--- src/satlb_ram.sv ---
// Generic single-port RAM with registered read.
// No dependencies.
`default_nettype none
module satlb_ram #(
  parameter int WIDTH = 8,
  parameter int DEPTH = 16
) (
  input  wire logic                     clk,
  input  wire logic                     we,
  input  wire logic [$clog2(DEPTH)-1:0] addr,
  input  wire logic [WIDTH-1:0]         wdata,
  output logic [WIDTH-1:0]              rdata
);
  logic [WIDTH-1:0] mem [DEPTH];

  always_ff @(posedge clk) begin
    if (we) mem[addr] <= wdata;
    rdata <= mem[addr];
  end
endmodule
`default_nettype wire

--- config.mk ---
export PLATFORM = sky130hd
export DESIGN_NAME = satlb_ram
export DESIGN_NICKNAME = d
export VERILOG_FILES = /design/src/satlb_ram.sv
export SDC_FILE = /design/constraint.sdc
export NUM_CORES = 1
export LEC_CHECK = 0
export BUFFER_PORTS_ARGS = -buffer_cell sky130_fd_sc_hd__buf_2
export CAP_MARGIN = 20
export CELL_PAD_IN_SITES_DETAIL_PLACEMENT = 1
export CELL_PAD_IN_SITES_GLOBAL_PLACEMENT = 2
export CORE_UTILIZATION = 52
export DETAILED_ROUTE_END_ITERATION = 10
export GPL_ROUTABILITY_DRIVEN = 0
export GPL_TIMING_DRIVEN = 0
export PLACE_DENSITY = 0.86
export SKIP_LAST_GASP = 1
export SLEW_MARGIN = 10
export SYNTH_ARGS = -nofsm -noshare
export SYNTH_HDL_FRONTEND = slang
export SYNTH_SLANG_ARGS = --single-unit
--- constraint.sdc ---
create_clock -name clk -period 2.5 [get_ports clk]
set_input_delay 0 -clock clk [delete_from_list [all_inputs] [get_ports clk]]
set_output_delay 0 -clock clk [all_outputs]
set_load 0.1 [all_outputs]
==> results.yml, run 1 <==
run_status:
  status: "finished, final reports clean"
final_layout:
  multiInputGateArea_um2: 1000
  layoutNonFillerInstCount: 422
  regArea_um2: 4000
  layout.nets: 294
  fillers: 781
  utilization_pct: 64.8
  syn_to_final_growth_pct: 19.4
  n_antenna_cell: 0
  drive_gt1_share_pct: 31.1
logic_synthesis:
  synth.avg_cell_area_um2: 22.0
  ys_warn_count: 0
  synth_seq_area_share_pct: 79.0
  synth_fp_nets: 244
  ys_ff_latch: 136
  yosysTopAreaCell: "edfxtp_1"
  synth_common_cells: "edfxtp_1, mux4_2, a22oi_1, nor2_1, nand2_1"
  async_reset_ff_share_pct: 0
  post-synth-top-area-fraction_pct: 75.9
  synthFlopType: "edfxtp_1"
  synth-simple-area-share_pct: 3.21
  synth_cells: 230
  synth_fa_ha_area_share_pct: 0
  synth.most_common_cell: "edfxtp_1"
  synth_mux_area_share_pct: 14.2
  synth_compound_area_share_pct: 2.37
  synth_top_family_by_area: "multiplexers"
  synth-xor-area-share_pct: 0
  ys_top_cells_by_area: "edfxtp_1, mux4_2, dfxtp_1"
  synth_edf_count: 128
  netlist_area_um2: 5070
  yosysUniqueCellTypes: 18
sta:
  finClkSkew_ns: 0.00744
  finalSetupViolations: 0
  setup_tns_ns: 0
  final_hold_viol_count: 0
  maxSlewHeadroom_pct: 43.3
  fin_crit_ns: 1.52
  tightest_slew_ns: 0.847
  fin_crit_sh_pct: 60.9
  rsz0062_at_grt: "no"
  max_freq_ghz: 0.657
  drv_slew: 0
cts:
  cts-root-buf: "clkbuf_8"
  htreeDepth: 4
  clk_pin_slew_ns: 0.06
  cts_setup_buffers: 0
  clock_sinks: 136
  insertion_delay_ns: 0.52
  numCtsBuffers: 17
  clockBufferDepth: 2
  cts_tree: "built"
worst_setup_path:
  crit_family: "simple AND/OR/NAND/NOR gates"
  worstSetupPathType: "in2reg"
  max_stage_delay_ns: 0.66
  critical_path.endpoint_type: "register"
  worstPathArrival_ns: 1.67
  slowest_stage: "nor2_1"
  required_ns: 2.64
  worst-path-buf-inv: 2
  ff2ff_setup_slack_ns: 1.09
  crit_chain: "buf_2 > buf_1 > nand2b_1 > nor2_1"
  startpoint_type: "input port"
  cp_max_fo: 10
routing:
  vias: 2456
  drt_iter0_drc: 228
  drt-pass1-iter-count: 4
  wl_per_cell_um: 26.3
  ant_nets: 0
  post_drt_via_cell_ratio: 5.82
  finalWirelength_mm: 11.1
  drcViolationCount: 0
die:
  dieArea_um2: 10100
  rows: 35
  io_pins: 22
  fp.dieH_um: 101
  dieWidth_um: 101
  core_um2: 9330
  initial_core_util_pct: 54.3
placement:
  place_inst: 382
  numPortBuffers: 19
  post-dp-hpwl_mm: 6.88
flow_run:
  maxCapViolCount: 0
global_routing:
  first_global_vias: 2654
  antenna_found_initial: 0
  grt_start_max_net_pins: 17
  grt_pass1_wl_mm: 16.6
  grt_overflow_total: 0
  gr-usage-all-layers_pct: 25.0
power:
  power_frac_clock_pct: 46.9
  p_leak_uw: 0.00198
  p_seq_share_pct: 46.5
  power.density_nw_per_um2: 912
  sw_frac_of_total_pct: 22.3
  cell_internal_pwr_uw: 4280
  power_switching_uw: 1230
  vdd_drop_max_uv: 816
  p_comb_share_pct: 6.6
hold_path:
  worstHoldPathType: "in2reg"
==> cell families (layout without fill, tap and decap cells) <==
logic type | after synthesis | after routing
mux | 32 | 32
flops | 136 | 136
compound gates | 16 | 16
simple gates | 35 | 35
buf+inv | 11 | 74
==> timing repair <==
| item | in CTS | in global routing |
|---|---|---|
| gates resized for setup | 0 | 0 |
| endpoints found under the setup margin | 0 | 0 |
| hold buffers | 8 | 0 |
| endpoints found under the hold margin | 128 | 0 |
==> layout make-up <==
type	count	share of cell area, %
timing repair buffer	31	3.39
multi-input combinational	83	16.6
tap	129	2.67
sequential	136	66.2
clock buffer	18	6.91
clock inverter	14	3.25
buffer	11	0.993
==> metrics by stage <==
| step | total power, µW | cell area [µm²] | hold slack [ns] | worst slack [ns] |
|---|---|---|---|---|
| after global routing | 5650 | 6050 | 0.103 | 0.879 |
| after global placement | 2950 | 5320 | 0.396 | 0.443 |
| final | 5510 | 6050 | 0.0874 | 0.977 |
| after floorplan | 2850 | 5070 | 0.0989 | 1.01 |
| after CTS | 5540 | 6050 | 0.0765 | 0.971 |
| after detailed placement | 2970 | 5350 | 0.434 | 0.427 |
==> power groups by stage <==
| stage | registers (µW) | logic [µW] | clock network [µW] |
|---|---|---|---|
| 4_1_cts | 2570 | 367 | 2610 |
| 3_3_place_gp | 2610 | 342 | 0 |
| 3_5_place_dp | 2610 | 354 | 0 |
| 2_1_floorplan | 2720 | 131 | 0 |
| 6_report | 2560 | 365 | 2580 |
| 5_1_grt | 2570 | 382 | 2700 |
==> layer usage <==
layer  track usage, %  part of all wire [%]
met1             33.5                    41
met2             39.0                    52
met3             6.17                   6.2
met4             12.4                   1.5
met5                0                     0
==> cells in the final DEF (no fill, tap or decap) <==
| cell type | netlist | final |
|---|---|---|
| mux4_2 | 32 | 32 |
| clkbuf_16 | 0 | 16 |
| nand3_1 | 1 | 1 |
| bufinv_16 | 0 | 4 |
| clkbuf_1 | 2 | 3 |
| or3b_2 | 1 | 1 |
| nor2b_1 | 2 | 2 |
| and2_1 | 1 | 1 |
| edfxtp_1 | 128 | 128 |
| dlygate4sd3_1 | 0 | 8 |
| clkinvlp_4 | 0 | 5 |
| clkbuf_2 | 1 | 1 |
| nor2_1 | 13 | 13 |
| clkinv_1 | 0 | 1 |
| nand2_1 | 9 | 9 |
| buf_2 | 2 | 21 |
| dfxtp_1 | 8 | 8 |
| inv_6 | 0 | 4 |
| nor3_1 | 4 | 4 |
| clkbuf_8 | 0 | 1 |
| buf_6 | 2 | 2 |
| buf_1 | 4 | 4 |
| a22oi_1 | 16 | 16 |
| nand3b_1 | 2 | 2 |
| nand2b_1 | 2 | 2 |
| buf_4 | 0 | 4 |
==> tightest hold or removal path, delay by kind of cell <==
kind                   cells  cell delay [ns]
AO/OA/AOI/OAI              1             0.08
multiplexers               1             0.25
buffers and inverters      1             0.17
AND/OR/NAND/NOR            1             0.07
==> path summary, 6_finish.rpt <==
path	startpoint	endpoint	cells after the start
setup / recovery	addr[1]	mem[10][3]	4
hold / removal	addr[0]	rdata[3]	4
setup reg to reg	mem[3][6]	rdata[6]	3
hold reg to reg	mem[10][6]	rdata[6]	3
==> sequential cells by signal, indices dropped and copies added (netlist names) <==
name and count:
mem 128, rdata 8
Power figures use the tool's default switching activity.
==> run 2, diff against run 1 <==
--- a/config.mk
+++ b/config.mk
@@ -9,11 +9,11 @@
 export CAP_MARGIN = 20
 export CELL_PAD_IN_SITES_DETAIL_PLACEMENT = 1
 export CELL_PAD_IN_SITES_GLOBAL_PLACEMENT = 2
-export CORE_UTILIZATION = 52
+export CORE_UTILIZATION = 48
 export DETAILED_ROUTE_END_ITERATION = 10
 export GPL_ROUTABILITY_DRIVEN = 0
 export GPL_TIMING_DRIVEN = 0
-export PLACE_DENSITY = 0.86
+export PLACE_DENSITY = 0.81
 export SKIP_LAST_GASP = 1
 export SLEW_MARGIN = 10
 export SYNTH_ARGS = -nofsm -noshare
==> constraint.sdc (replaced) <==
create_clock -name clk -period 1.45 [get_ports clk]
set_input_delay 0 -clock clk [delete_from_list [all_inputs] [get_ports clk]]
set_output_delay 0 -clock clk [all_outputs]
set_load 0.1 [all_outputs]
==> results.yml, run 2 (synthesis gave the netlist of run 1 again) <==
worst_setup_path:
  ff2ff_setup_slack_ns: 0.03
  critical_path.endpoint_type: "register"
  startpoint_type: "register"
  cp-endpoint: "rdata[5]"
  r2r-end: "rdata[5]"
  rr_worst_depth: 3
  worstPathArrival_ns: 1.81
  crit_chain: "mux4_2 > a22oi_1 > nand2_1"
  required_ns: 1.84
  slowest_stage: "mux4_2"
  worstSetupPathType: "reg2reg"
  rr_startpoint: "mem[3][5]"
  cp-startpoint: "mem[3][5]"
  max_stage_delay_ns: 0.50
  cp_max_fo: 1
power:
  power_uw: 8830
  vdd_drop_max_uv: 786
  power.density_nw_per_um2: 1470
  p_leak_uw: 0.00195
die:
  dieArea_um2: 11000
  io_pins: 22
  core_um2: 10300
  fp.dieH_um: 105
  dieWidth_um: 105
  rows: 37
  initial_core_util_pct: 49.3
sta:
  fin_ws_ns: 0.0297
  drv_slew: 0
  finalSetupViolations: 0
  maxSlewHeadroom_pct: 43.2
  setup_tns_ns: 0
  fin_crit_sh_pct: 98.0
  finClkSkew_ns: 0.00438
  final_hold_viol_count: 0
  fin_crit_ns: 1.42
  max_freq_ghz: 0.704
  tightest_slew_ns: 0.849
  rsz0062_at_grt: "yes"
final_layout:
  fillers: 894
  regArea_um2: 4000
  layout_common_cells: "edfxtp_1, mux4_2, buf_2"
  reg_top3: "mem: 128 flops, rdata: 8 flops"
  regMostFlops: "mem"
  layout_commonest_cell: "edfxtp_1"
  multiInputGateArea_um2: 1040
  syn_to_final_growth_pct: 18.3
  layoutNonFillerInstCount: 428
  drive_gt1_share_pct: 32.5
  layout.nets: 293
  n_antenna_cell: 0
  largest_reg_flops: 128
routing:
  vias: 2443
  finalWirelength_mm: 10.5
  wl_per_cell_um: 24.6
  post_drt_via_cell_ratio: 5.71
  drcViolationCount: 0
  ant_nets: 0
  drt-pass1-iter-count: 8
  drt_iter0_drc: 155
global_routing:
  grt_pass1_wl_mm: 15.7
  gr-usage-all-layers_pct: 20.9
  antenna_found_initial: 0
  grt_start_max_net_pins: 17
  first_global_vias: 2555
  grt_overflow_total: 0
placement:
  place_ws_ns: -0.630
  place_inst: 388
  post-dp-hpwl_mm: 6.83
  numPortBuffers: 19
hold_path:
  hold_depth: 4
  worstHoldPathType: "in2reg"
run_status:
  status: "finished, final reports clean"
cts:
  htreeDepth: 4
  clk_pin_slew_ns: 0.06
  insertion_delay_ns: 0.51
  clock_sinks: 136
  clockBufferDepth: 2
  cts_setup_buffers: 0
  numCtsBuffers: 17
  cts_tree: "built"
  cts-root-buf: "clkbuf_8"
flow_run:
  maxCapViolCount: 0
[run 2: worst max-delay path: cells and delay by family (launching register included)]
family / cells / cell delay [ns]
multiplexers: 1 / 0.50
AND/OR/NAND/NOR: 1 / 0.09
AO/OA/AOI/OAI: 1 / 0.34
flip-flops: 1 / 0.38
[run 2: report_power, final]
group          internal, µW  leakage (µW)  switching, µW
combinational           184      0.000467            446
clock                  2350      0.000258           1430
sequential             4400       0.00122           24.7
[run 2: area by class of cell]
cell class	count	share of cell area, %
repair buffers	30	3.30
clock buffers	27	7.87
multi-input cells	83	17.4
well taps	136	2.84
flip-flops and latches	136	66.8
plain buffers	11	1.00
clock inverters	5	0.835
[run 2: through the flow]
stage | instance area (µm²) | hold slack, ns | utilization, %
floorplan | 5070 | 0.0989 | -
global route | 5990 | 0.111 | 58.3
CTS | 5970 | 0.0595 | 58.1
global placement | 5340 | 0.406 | 51.9
finish | 5990 | 0.0719 | 58.3
detailed placement | 5360 | 0.419 | 52.2
[run 2: worst min-delay path by stage]
stage	from	end
after global routing	addr[0]	rdata[7]
final	addr[0]	rdata[7]
after global placement	wdata[6]	mem[14][6]
after detailed placement	wdata[2]	mem[0][2]
after CTS	addr[0]	rdata[7]
after floorplan	wdata[0]	mem[0][0]
[run 2: per-layer routing]
metal | share of wire (%) | vias to the layer above | track usage, %
li1 | - | 1062 | -
met1 | 42 | 1289 | 27.7
met2 | 52 | 77 | 34.5
met3 | 4.9 | 15 | 3.87
met4 | 1.7 | 0 | 8.25
met5 | 0 | - | 0
[run 2: repair_timing]
item                                   in CTS  in global routing
hold buffers                                8                  0
setup endpoints to repair                  65                 56
resized for setup                           4                  7
endpoints found under the hold margin     128                  0
